===== src/ndd_pkg.sv =====
// ----------------------------------------------------------------------------
// ndd_pkg: shared types and constants for number_to_display_digits
// Mode codes, digit limits, ASCII codes, cell control word and the
// digit-to-character mapping.
// ----------------------------------------------------------------------------
package ndd_pkg;

  // Mode codes
  localparam logic [1:0] OP_UDEC = 2'd0;
  localparam logic [1:0] OP_SDEC = 2'd1;
  localparam logic [1:0] OP_HEX  = 2'd2;
  localparam logic [1:0] OP_BIN  = 2'd3;

  // Digit row
  localparam int NUM_CELLS = 16;
  localparam int DIGIT_W   = 4;

  // Per-mode digit limits
  localparam logic [4:0] DEC_MAX_DIGITS = 5'd10;
  localparam logic [4:0] HEX_MAX_DIGITS = 5'd8;
  localparam logic [4:0] BIN_MAX_DIGITS = 5'd16;

  // ASCII codes
  localparam logic [6:0] CHAR_ZERO  = 7'h30;
  localparam logic [6:0] CHAR_UPPER = 7'h41;
  localparam logic [6:0] CHAR_PLUS  = 7'h2B;
  localparam logic [6:0] CHAR_MINUS = 7'h2D;

  // Control word broadcast to every cell
  typedef struct packed {
    logic load;    // take the parallel digit
    logic dabble;  // add-3 adjust, then shift one bit in from below
    logic shift;   // move the whole digit up one cell
  } cell_ctrl_t;

  // One digit (0..15) to its ASCII character
  function automatic logic [6:0] char_of(input logic [DIGIT_W-1:0] d);
    if (d < 4'd10) begin
      char_of = CHAR_ZERO + 7'(d);
    end else begin
      char_of = CHAR_UPPER + 7'(d - 4'd10);
    end
  endfunction

endpackage


===== src/ndd_num_if.sv =====
// ----------------------------------------------------------------------------
// ndd_num_if: number input channel
// Carries one number with its mode, digit count and text position.
// ----------------------------------------------------------------------------
interface ndd_num_if;
  logic       valid;
  logic       ready;
  logic [1:0] op;
  logic [31:0] value;
  logic [4:0] digit_count;
  logic [2:0] text_line;
  logic [4:0] start_column;

  modport source (output valid, op, value, digit_count, text_line, start_column,
                  input ready);
  modport sink   (input valid, op, value, digit_count, text_line, start_column,
                  output ready);
endinterface


===== src/ndd_char_if.sv =====
// ----------------------------------------------------------------------------
// ndd_char_if: character output channel
// Carries one display character with its line, column and last flag.
// ----------------------------------------------------------------------------
interface ndd_char_if;
  logic       valid;
  logic       ready;
  logic [2:0] out_line;
  logic [4:0] out_column;
  logic [6:0] char_code;
  logic       last;

  modport source (output valid, out_line, out_column, char_code, last,
                  input ready);
  modport sink   (input valid, out_line, out_column, char_code, last,
                  output ready);
endinterface


===== src/ndd_cell.sv =====
// ----------------------------------------------------------------------------
// ndd_cell: one digit cell of the conversion row
// Holds one 4-bit digit. Loads in parallel, does one double-dabble step
// (adjust, then shift a bit in from the lower neighbor), or moves its digit
// up to the next cell during character output.
// ----------------------------------------------------------------------------
module ndd_cell
  import ndd_pkg::*;
(
  input  logic               clk,
  input  cell_ctrl_t         ctrl,
  input  logic [DIGIT_W-1:0] load_digit,
  input  logic               carry_in,
  input  logic [DIGIT_W-1:0] digit_in,
  output logic [DIGIT_W-1:0] digit,
  output logic               carry_out
);

  logic [DIGIT_W-1:0] digit_r;
  logic [DIGIT_W-1:0] adj;

  // add 3 when the digit would pass 9 after doubling
  assign adj       = (digit_r >= 4'd5) ? digit_r + 4'd3 : digit_r;
  assign carry_out = adj[DIGIT_W-1];
  assign digit     = digit_r;

  always_ff @(posedge clk) begin
    if (ctrl.load) begin
      digit_r <= load_digit;
    end else if (ctrl.dabble) begin
      digit_r <= {adj[DIGIT_W-2:0], carry_in};
    end else if (ctrl.shift) begin
      digit_r <= digit_in;
    end
  end

endmodule


===== src/number_to_display_digits.sv =====
// ----------------------------------------------------------------------------
// number_to_display_digits: number to ASCII display characters
// Takes one number word on num_in and sends its characters on char_out,
// most significant digit first, each with line, column and a last flag.
//
// Channels: valid/ready on both sides; a word moves when both are high.
// num_in is taken only while the block is idle. Modes: unsigned decimal,
// signed decimal (sign character first), uppercase hex, binary.
// Decimal words pass through NUMBER_BITS double-dabble steps in a row of
// sixteen 4-bit digit cells, one bit per cycle; hex and binary load the
// cells in parallel at accept. Characters then leave one per cycle while
// char_out is free, read from the highest used cell as the cells shift up.
// Hex and binary words go straight to character output; decimal words
// first pass through the conversion state.
// A zero digit count gives only the sign in signed mode, nothing otherwise.
// Stalls on char_out hold the output register and pause the row.
// Reset (rst, synchronous) returns to idle and drops any pending character.
// ----------------------------------------------------------------------------
module number_to_display_digits
  import ndd_pkg::*;
#(
  parameter int NUMBER_BITS = 32
) (
  input  logic       clk,
  input  logic       rst,
  ndd_num_if.sink    num_in,
  ndd_char_if.source char_out
);

  localparam int CNT_W = $clog2(NUMBER_BITS + 1);

  localparam logic [1:0] S_IDLE = 2'd0;
  localparam logic [1:0] S_CONV = 2'd1;
  localparam logic [1:0] S_EMIT = 2'd2;

  logic [1:0]             state;
  logic [CNT_W-1:0]       conv_count;
  logic [NUMBER_BITS-1:0] sreg;
  logic [4:0]             remaining;
  logic [3:0]             top_idx;
  logic [2:0]             line;
  logic [4:0]             col;
  logic                   sign_pending;
  logic                   neg;

  // Output register
  logic       out_valid;
  logic [2:0] out_line_r;
  logic [4:0] out_column_r;
  logic [6:0] char_code_r;
  logic       last_r;

  // Input decode
  logic                   accept;
  logic [NUMBER_BITS-1:0] val_m;
  logic                   in_neg;
  logic [NUMBER_BITS-1:0] mag;
  logic [31:0]            mag32;
  logic [4:0]             max_digits;
  logic [4:0]             len;

  assign accept = num_in.valid && num_in.ready;
  assign val_m  = num_in.value[NUMBER_BITS-1:0];
  assign in_neg = (num_in.op == OP_SDEC) && val_m[NUMBER_BITS-1];
  assign mag    = in_neg ? (~val_m + 1'b1) : val_m;
  assign mag32  = 32'(mag);

  always_comb begin
    case (num_in.op)
      OP_HEX:  max_digits = HEX_MAX_DIGITS;
      OP_BIN:  max_digits = BIN_MAX_DIGITS;
      default: max_digits = DEC_MAX_DIGITS;
    endcase
    len = (num_in.digit_count > max_digits) ? max_digits : num_in.digit_count;
  end

  // Cell row control
  logic                   out_free;
  logic                   emit_digit;
  logic                   emit_sign;
  cell_ctrl_t             ctrl;
  logic [DIGIT_W-1:0]     load_digit [NUM_CELLS];
  logic [DIGIT_W-1:0]     digit      [NUM_CELLS];
  logic [NUM_CELLS-1:0]   carry;

  assign out_free   = !out_valid || char_out.ready;
  assign emit_sign  = (state == S_EMIT) && out_free && sign_pending;
  assign emit_digit = (state == S_EMIT) && out_free && !sign_pending;

  assign ctrl.load   = accept;
  assign ctrl.dabble = (state == S_CONV);
  assign ctrl.shift  = emit_digit;

  // Parallel load digits: zero for decimal, nibbles for hex, bits for binary
  always_comb begin
    for (int i = 0; i < NUM_CELLS; i++) begin
      load_digit[i] = '0;
      if (num_in.op == OP_HEX && i < 8) begin
        load_digit[i] = mag32[4*i +: 4];
      end else if (num_in.op == OP_BIN) begin
        load_digit[i] = {3'b000, mag32[i]};
      end
    end
  end

  for (genvar k = 0; k < NUM_CELLS; k++) begin : g_cell
    ndd_cell u_cell (
      .clk        (clk),
      .ctrl       (ctrl),
      .load_digit (load_digit[k]),
      .carry_in   ((k == 0) ? sreg[NUMBER_BITS-1] : carry[(k == 0) ? 0 : k-1]),
      .digit_in   ((k == 0) ? {DIGIT_W{1'b0}} : digit[(k == 0) ? 0 : k-1]),
      .digit      (digit[k]),
      .carry_out  (carry[k])
    );
  end

  // Sequencer
  always_ff @(posedge clk) begin
    if (rst) begin
      state        <= S_IDLE;
      sign_pending <= 1'b0;
      conv_count   <= '0;
      remaining    <= '0;
    end else begin
      case (state)
        S_IDLE: begin
          if (accept) begin
            sign_pending <= (num_in.op == OP_SDEC);
            remaining    <= len;
            conv_count   <= CNT_W'(NUMBER_BITS);
            if (num_in.op == OP_UDEC || num_in.op == OP_SDEC) begin
              state <= S_CONV;
            end else if (len != 5'd0) begin
              state <= S_EMIT;
            end
          end
        end
        S_CONV: begin
          conv_count <= conv_count - 1'b1;
          if (conv_count == CNT_W'(1)) begin
            state <= (sign_pending || remaining != 5'd0) ? S_EMIT : S_IDLE;
          end
        end
        S_EMIT: begin
          if (emit_sign) begin
            sign_pending <= 1'b0;
            if (remaining == 5'd0) begin
              state <= S_IDLE;
            end
          end else if (emit_digit) begin
            remaining <= remaining - 1'b1;
            if (remaining == 5'd1) begin
              state <= S_IDLE;
            end
          end
        end
        default: state <= S_IDLE;
      endcase
    end
  end

  // Per-word payload registers
  always_ff @(posedge clk) begin
    if (accept) begin
      sreg    <= mag;
      line    <= num_in.text_line;
      col     <= num_in.start_column;
      neg     <= in_neg;
      top_idx <= 4'(len - 5'd1);
    end else begin
      if (state == S_CONV) begin
        sreg <= {sreg[NUMBER_BITS-2:0], 1'b0};
      end
      if (emit_sign || emit_digit) begin
        col <= col + 5'd1;
      end
    end
  end

  // Output register
  always_ff @(posedge clk) begin
    if (rst) begin
      out_valid <= 1'b0;
    end else if (emit_sign || emit_digit) begin
      out_valid <= 1'b1;
    end else if (char_out.ready) begin
      out_valid <= 1'b0;
    end
  end

  always_ff @(posedge clk) begin
    if (emit_sign) begin
      out_line_r   <= line;
      out_column_r <= col;
      char_code_r  <= neg ? CHAR_MINUS : CHAR_PLUS;
      last_r       <= (remaining == 5'd0);
    end else if (emit_digit) begin
      out_line_r   <= line;
      out_column_r <= col;
      char_code_r  <= char_of(digit[top_idx]);
      last_r       <= (remaining == 5'd1);
    end
  end

  assign num_in.ready        = (state == S_IDLE);
  assign char_out.valid      = out_valid;
  assign char_out.out_line   = out_line_r;
  assign char_out.out_column = out_column_r;
  assign char_out.char_code  = char_code_r;
  assign char_out.last       = last_r;

`ifndef SYNTHESIS
  // sign is always sent before the block goes idle again
  a_idle_no_sign: assert property (@(posedge clk) disable iff (rst)
    state == S_IDLE |-> !sign_pending)
    else $error("sign pending while idle");

  // digit output never runs with nothing left to send
  a_emit_has_work: assert property (@(posedge clk) disable iff (rst)
    (state == S_EMIT && !sign_pending) |-> remaining != 5'd0)
    else $error("digit output with zero count");

  // conversion counter never underflows
  a_conv_count: assert property (@(posedge clk) disable iff (rst)
    state == S_CONV |-> conv_count != '0)
    else $error("conversion counter at zero");

  // character count stays within the row
  a_remaining_range: assert property (@(posedge clk) disable iff (rst)
    remaining <= 5'(NUM_CELLS))
    else $error("character count beyond cell row");
`endif

endmodule


===== src/flat_wrapper.sv =====
// flat-port wrapper written by rule: the top's interface ports become plain ports
module number_to_display_digits_flat import ndd_pkg::*;
#(
  parameter int NUMBER_BITS = 32
)
  (clk, rst, num_in_valid, num_in_op, num_in_value, num_in_digit_count, num_in_text_line, num_in_start_column, num_in_ready, char_out_valid, char_out_out_line, char_out_out_column, char_out_char_code, char_out_last, char_out_ready);
  ndd_num_if num_in_i ();
  ndd_char_if char_out_i ();
  input  logic clk;
  input  logic rst;
  input wire logic [$bits(num_in_i.valid)-1:0] num_in_valid;
  input wire logic [$bits(num_in_i.op)-1:0] num_in_op;
  input wire logic [$bits(num_in_i.value)-1:0] num_in_value;
  input wire logic [$bits(num_in_i.digit_count)-1:0] num_in_digit_count;
  input wire logic [$bits(num_in_i.text_line)-1:0] num_in_text_line;
  input wire logic [$bits(num_in_i.start_column)-1:0] num_in_start_column;
  output wire logic [$bits(num_in_i.ready)-1:0] num_in_ready;
  output wire logic [$bits(char_out_i.valid)-1:0] char_out_valid;
  output wire logic [$bits(char_out_i.out_line)-1:0] char_out_out_line;
  output wire logic [$bits(char_out_i.out_column)-1:0] char_out_out_column;
  output wire logic [$bits(char_out_i.char_code)-1:0] char_out_char_code;
  output wire logic [$bits(char_out_i.last)-1:0] char_out_last;
  input wire logic [$bits(char_out_i.ready)-1:0] char_out_ready;
  assign num_in_i.valid = num_in_valid;
  assign num_in_i.op = num_in_op;
  assign num_in_i.value = num_in_value;
  assign num_in_i.digit_count = num_in_digit_count;
  assign num_in_i.text_line = num_in_text_line;
  assign num_in_i.start_column = num_in_start_column;
  assign num_in_ready = num_in_i.ready;
  assign char_out_valid = char_out_i.valid;
  assign char_out_out_line = char_out_i.out_line;
  assign char_out_out_column = char_out_i.out_column;
  assign char_out_char_code = char_out_i.char_code;
  assign char_out_last = char_out_i.last;
  assign char_out_i.ready = char_out_ready;
  number_to_display_digits #(.NUMBER_BITS(NUMBER_BITS)) u_core (.clk(clk), .rst(rst), .num_in(num_in_i), .char_out(char_out_i));
endmodule

===== config.mk =====
export PLATFORM = sky130hd
export DESIGN_NAME = number_to_display_digits_flat
export DESIGN_NICKNAME = d
export VERILOG_FILES = /design/src/ndd_pkg.sv /design/src/ndd_num_if.sv /design/src/ndd_char_if.sv /design/src/ndd_cell.sv /design/src/number_to_display_digits.sv /design/src/flat_wrapper.sv
export SDC_FILE = /design/constraint.sdc
export NUM_CORES = 1
export LEC_CHECK = 0
export ABC_AREA = 1
export BUFFER_PORTS_ARGS = -buffer_cell sky130_fd_sc_hd__buf_2
export CAP_MARGIN = 0
export CORE_UTILIZATION = 37
export CTS_CLUSTER_DIAMETER = 60
export DETAILED_ROUTE_END_ITERATION = 6
export SETUP_SLACK_MARGIN = 0.15
export SLEW_MARGIN = 20
export SYNTH_ARGS = -nofsm -noshare
export SYNTH_HDL_FRONTEND = slang
export SYNTH_SLANG_ARGS = --single-unit

===== constraint.sdc =====
create_clock -name clk -period 7.2 [get_ports clk]
set_input_delay 0.72 -clock clk [delete_from_list [all_inputs] [get_ports clk]]
set_output_delay 0.72 -clock clk [all_outputs]
set_load 0.01 [all_outputs]

== Word level (Yosys, flattened, before mapping) ==
Cells that the tools add are included.
W data, S select, Z words.

* Flip-flop bits (word level): 140
* Latch bits: 0
* Memory bits (writable): 0
* Memory bits (read-only): 0
* Input bits: 51
* Output and inout bits: 18
* Word-level logic and storage cells: 247
* Memories kept: 0

* Add/subtract/negate cells: 24
* Multiply operators: 0
* Div/mod/pow operators: 0
* Order comparisons: 19
* Eq/ne operators: 16
* Shifts and indexed selects: 0
* Multiplexer cells: 129
* Bitwise gates (word level): 2
* Reduce and logical (&&, ||, !) cells: 27

{| class="wikitable"
|+ Operator list
! operator !! number
|-
| $mux W4 || 73
|-
| $mux W32 || 3
|-
| $ge A4 B3 Y1 const B || 16
|-
| $add A4 B2 Y4 const B || 15
|-
| $mux W5 || 8
|-
| $add A32 B1 Y32 const B || 1
|-
| $not A32 Y32 || 1
|-
| $mux W1 || 22
|-
| $mux W7 || 3
|-
| $pmux W5 S2 || 2
|-
| $mux W2 || 9
|-
| $bmux W4 S4 || 1
|-
| $mux W3 || 4
|-
| $pmux W6 S2 || 1
|-
| $reduce_bool A2 Y1 || 6
|-
| $reduce_bool A5 Y1 || 2
|-
| $add A6 B4 Y7 const A || 1
|-
| $add A7 B7 Y7 const A || 1
|-
| $eq A2 B2 Y1 const B || 3
|-
| $eq A6 B1 Y1 const B || 1
|-
| $mux W6 || 1
|-
| $ne A2 B2 Y1 const B || 3
|-
| $ne A3 B3 Y1 const B || 2
|-
| $pmux W2 S3 || 1
|-
| 26 further kinds || 37
|}

== Depth between registers and ports, before layout ==
* Depth after elaboration: 9
* Mapped depth: 17
* Depth with buffers taken out: 17

== Hierarchy ==
From an unflattened synthesis, not the netlist that was laid out.

* Cells, all modules: 1404
* Area, all modules: 10531.4 um^2

{| class="wikitable"
|+ Modules (own cells, without submodules)
! module !! times used !! cells an instance !! area each (um^2) !! sequential area each (um^2)
|-
| number_to_display_digits || 1 || 764 || 5526.6 || 2132.0
|-
| ndd_cell || 16 || 40 || 312.8 || 120.1
|}

== Worst setup path before layout ==
OpenSTA, ideal clock, no wires.

* Path type: input to register
* Start point: in char_out_ready
* End point: reg u_core.g_cell[0].u_cell.digit_r[0], enable pin
* Setup time: 0.424 ns
* Arrival time: 2.829 ns
* Data required time: 6.776 ns
* Setup slack: 3.947 ns
* Stages on the path: 6
* Buffers on the path: 0
* Cells stage by stage: nor2_1 nor2_4 inv_2 o21ai_4 inv_2 nand2_1

* Cells in the longest elaborated chain, start to end: 4

{| class="wikitable"
|+ RTL lines
! what !! line !! RTL
|-
| start: declaration || flat_wrapper.sv:23 || <nowiki>input wire logic [$bits(char_out_i.ready)-1:0] char_out_ready;</nowiki>
|-
| $logic_or A1 B1 Y1 || number_to_display_digits.sv:86 || <nowiki>assign out_free = !out_valid || char_out.ready;</nowiki>
|-
| $logic_and A1 B1 Y1 (2 in a row) || number_to_display_digits.sv:88 || <nowiki>assign emit_digit = (state == S_EMIT) && out_free && !sign_pending;</nowiki>
|-
| $reduce_bool A3 Y1 (no source line) || -- ||
|-
| end signal: assignment || ndd_cell.sv:29 || <nowiki>digit_r <= load_digit;</nowiki>
|-
| end signal: assignment || ndd_cell.sv:31 || <nowiki>digit_r <= {adj[DIGIT_W-2:0], carry_in};</nowiki>
|-
| end signal: assignment || ndd_cell.sv:33 || <nowiki>digit_r <= digit_in;</nowiki>
|-
| end: declaration || ndd_cell.sv:19 || <nowiki>logic [DIGIT_W-1:0] digit_r;</nowiki>
|}

No other way between the ends.
A chain may end at the register's enable or synchronous reset.

== Worst setup path in the final report ==
* Start point: reg u_core.state[0]
* End point: reg u_core.g_cell[5].u_cell.digit_r[3], data pin

* Cells in the longest elaborated chain, start to end: 3
* Elaborated cells on any way between the ends: 5
* Classes of those cells: eq/ne: 1; mux: 2; reduce/logical: 2

{| class="wikitable"
|+ RTL lines
! what !! line !! RTL
|-
| start: declaration || number_to_display_digits.sv:36 || <nowiki>logic [1:0] state;</nowiki>
|-
| start signal: assignment || number_to_display_digits.sv:142 || <nowiki>state <= (sign_pending || remaining != 5'd0) ? S_EMIT : S_IDLE;</nowiki>
|-
| $eq A2 B1 Y1 or $logic_not A2 Y1 (tied branches) || number_to_display_digits.sv:91, number_to_display_digits.sv:206 ||
|-
| $mux W4 or $logic_and A1 B1 Y1 (tied branches) || ndd_cell.sv:30, number_to_display_digits.sv:62 ||
|-
| $mux W4 * || ndd_cell.sv:28 || <nowiki>if (ctrl.load) begin</nowiki>
|-
| end signal: assignment || ndd_cell.sv:29 ||
|-
| end signal: assignment || ndd_cell.sv:31 ||
|-
| end signal: assignment || ndd_cell.sv:33 ||
|-
| end: declaration || ndd_cell.sv:19 ||
|}

Mark *: on every way between the ends. The rest lies on a longest branch, timed or not.

==> results.tsv <==
metric	value	unit
status	completed	
start_kind	flop	
synth-seq-cells	140	
numPortBuffers	68	
placed_cell_area	10060	µm²
core-area	25180	µm²
post-synth-top-area-cell	edfxtp_1	
clk_pin_slew	80	ps
fin_skew	10.84	ps
cts-root-buf	clkbuf_16	
antenna_found_initial	0	
ys_seq_area_frac	0.4275	
cp.required	7350	ps
stdcell_count	1582	
setup_violations	0	
maxSlewViolCount	0	
leakagePower	4.554	nW
synth_area	9483	µm²
grt_max_degree	65	
rows	58	
num_io_pins	69	
hold-path-cell-count	0	
finalWorstSetupSlack	4038	ps
yosysTopAreaCellShare	0.3958	
synth_top_flop_cell	edfxtp_1	
setup.worst_path.end_class	flop	
utilization	0.4231	
synth_fp_nets	1284	
design_area	10660	µm²
synth.distinct_cells	49	
place_inst	1550	
synth_cells	1187	
yosysMostFrequentCell	nand2_1	
drive_gt1_frac	0.1182	
die-area	26270	µm²
path_max_fanout	54	
post_cts_buffers	0	
reg2reg_depth	8	
period_needed	3162	ps
cts_buffers	17	
setup_tns	0	ps
antenna_cells	0	
layout.nets	1336	
drc_errors	0	
die_y	162.1	µm
grt_usage	0.1978	
clock-sinks	140	
cts_hold_buf	0	
gr-total-overflow	0	
cts.path.max_buffers	2	
gp_congestion	0.8602	
hp-class	reg -> reg	
irDropWorstVdd	156.5	µV
finalHoldViolCount	0	
cts_tree	yes	
slew_headroom	0.3045	
clock_latency	430	ps
whs	428.4	ps
drtIter0Drc	655	
post-dp-hpwl	17770	µm
arrival	3310	ps
synthTopCellsByCount	nand2_1, inv_1, o21ai_0	
drt-wirelength-per-cell	16.01	µm
start_util	0.3766	
crit_type	reg -> reg	
dr_total_vias	8394	
p_per_area	440.4	nW/µm²
die_w	162.1	µm
max_freq	316.3	MHz
power	4.692	mW
synth_edf_count	125	
place_ws	3772	ps
finalCritPeriodShare	0.4391	
ant_nets	0	
async_reset_ff_frac	0	
ctsResizeCount	0	
maxCapViolCount	0	
viasPerCell	5.306	
tightest_slew	1042	ps
ys_top_cells_by_area	edfxtp_1, nand2_1, o21ai_0, nand3_1, inv_1	
drt_wl_total	25330	µm
cts_max_level	4	
syn_to_final_growth	12.36	%
grt_pass1_vias	7834	
rsz0062_at_grt	false	
dr.pass1.iters	5	
r2r_setup_slack	4040	ps
grt_pass1_wl	40790	µm
avgSynthCellArea	7.989	µm²
yosys_warnings	0	
[state kept, by name (all words and copies together) (netlist names), 4 cells and up]
signal / flops
u_core.char_out.out_column: 5
u_core.char_out.char_code: 7
u_core.conv_count: 6
u_core.remaining: 5
u_core.sreg: 32
u_core.g_cell.u_cell.digit: 64
u_core.col: 5
u_core.top_idx: 4
[layout make-up]
class	count	area, µm²
clock buffer	17	425.4
clock inverter	15	170.2
fill	2498	14530
inverter	163	611.8
multi-input combinational	842	4588
sequential	140	4054
tap	330	412.9
timing repair buffer	75	392.9
[cells in the final DEF, fill, tap and decap left out, drive strengths merged]
| cell | count |
|---|---|
| a31oi | 5 |
| nand4 | 14 |
| dfxtp | 15 |
| a22o | 1 |
| a221oi | 1 |
| o221ai | 9 |
| buf | 75 |
| o22ai | 6 |
| xor2 | 25 |
| a21o | 2 |
| a32oi | 3 |
| o21bai | 7 |
| nor2 | 77 |
| o2111ai | 2 |
| o211ai | 17 |
| o21ai | 145 |
| o31ai | 2 |
| nand3 | 120 |
| clkbuf | 17 |
| o311a | 1 |
| inv | 173 |
| nor4 | 2 |
| nand2 | 244 |
| clkinv | 4 |
| edfxtp | 125 |
| or2 | 7 |
| xnor2 | 4 |
| a211oi | 1 |
| a21oi | 89 |
| nand3b | 4 |
| a22oi | 1 |
| nor3 | 7 |
| clkinvlp | 1 |
| ha | 46 |
[power by group]
part | switching [mW] | internal (mW)
registers | 0.263 | 1.49
logic | 1.39 | 0.664
clock network | 0.424 | 0.469
[final timing paths]
check                        from                          endpoint
setup / recovery  u_core.state[0]  u_core.g_cell[5].u_cell.digit[3]
hold / removal     u_core.line[1]       u_core.char_out.out_line[1]
setup reg to reg  u_core.state[0]  u_core.g_cell[5].u_cell.digit[3]
hold reg to reg    u_core.line[1]       u_core.char_out.out_line[1]
[cells by family after synthesis]
logic type | Yosys count | synth area share
xor+xnor | 29 | 0.02678
compound gates | 292 | 0.1750
flops | 140 | 0.4275
simple gates | 475 | 0.2211
fa+ha+maj | 46 | 0.06069
buf+inv | 205 | 0.08893
[worst max-delay path: stages, from the launching register on]
cell,delay (ps)
dfxtp_1,370
inv_1,120
nor2_4,80
buf_4,480
nor2_4,210
inv_2,810
buf_4,430
o21ai_0,130
o21bai_1,160
[metal layers]
layer | vias up | routed length, µm | global-route usage
met2 | 249 | 11570 | 0.3182
li1 | 4177 | - | -
met4 | 0 | 435 | 0.06046
met5 | - | 0 | 0
met1 | 3932 | 12140 | 0.2720
met3 | 36 | 1187 | 0.03141
(Power assumes the default switching activity.)
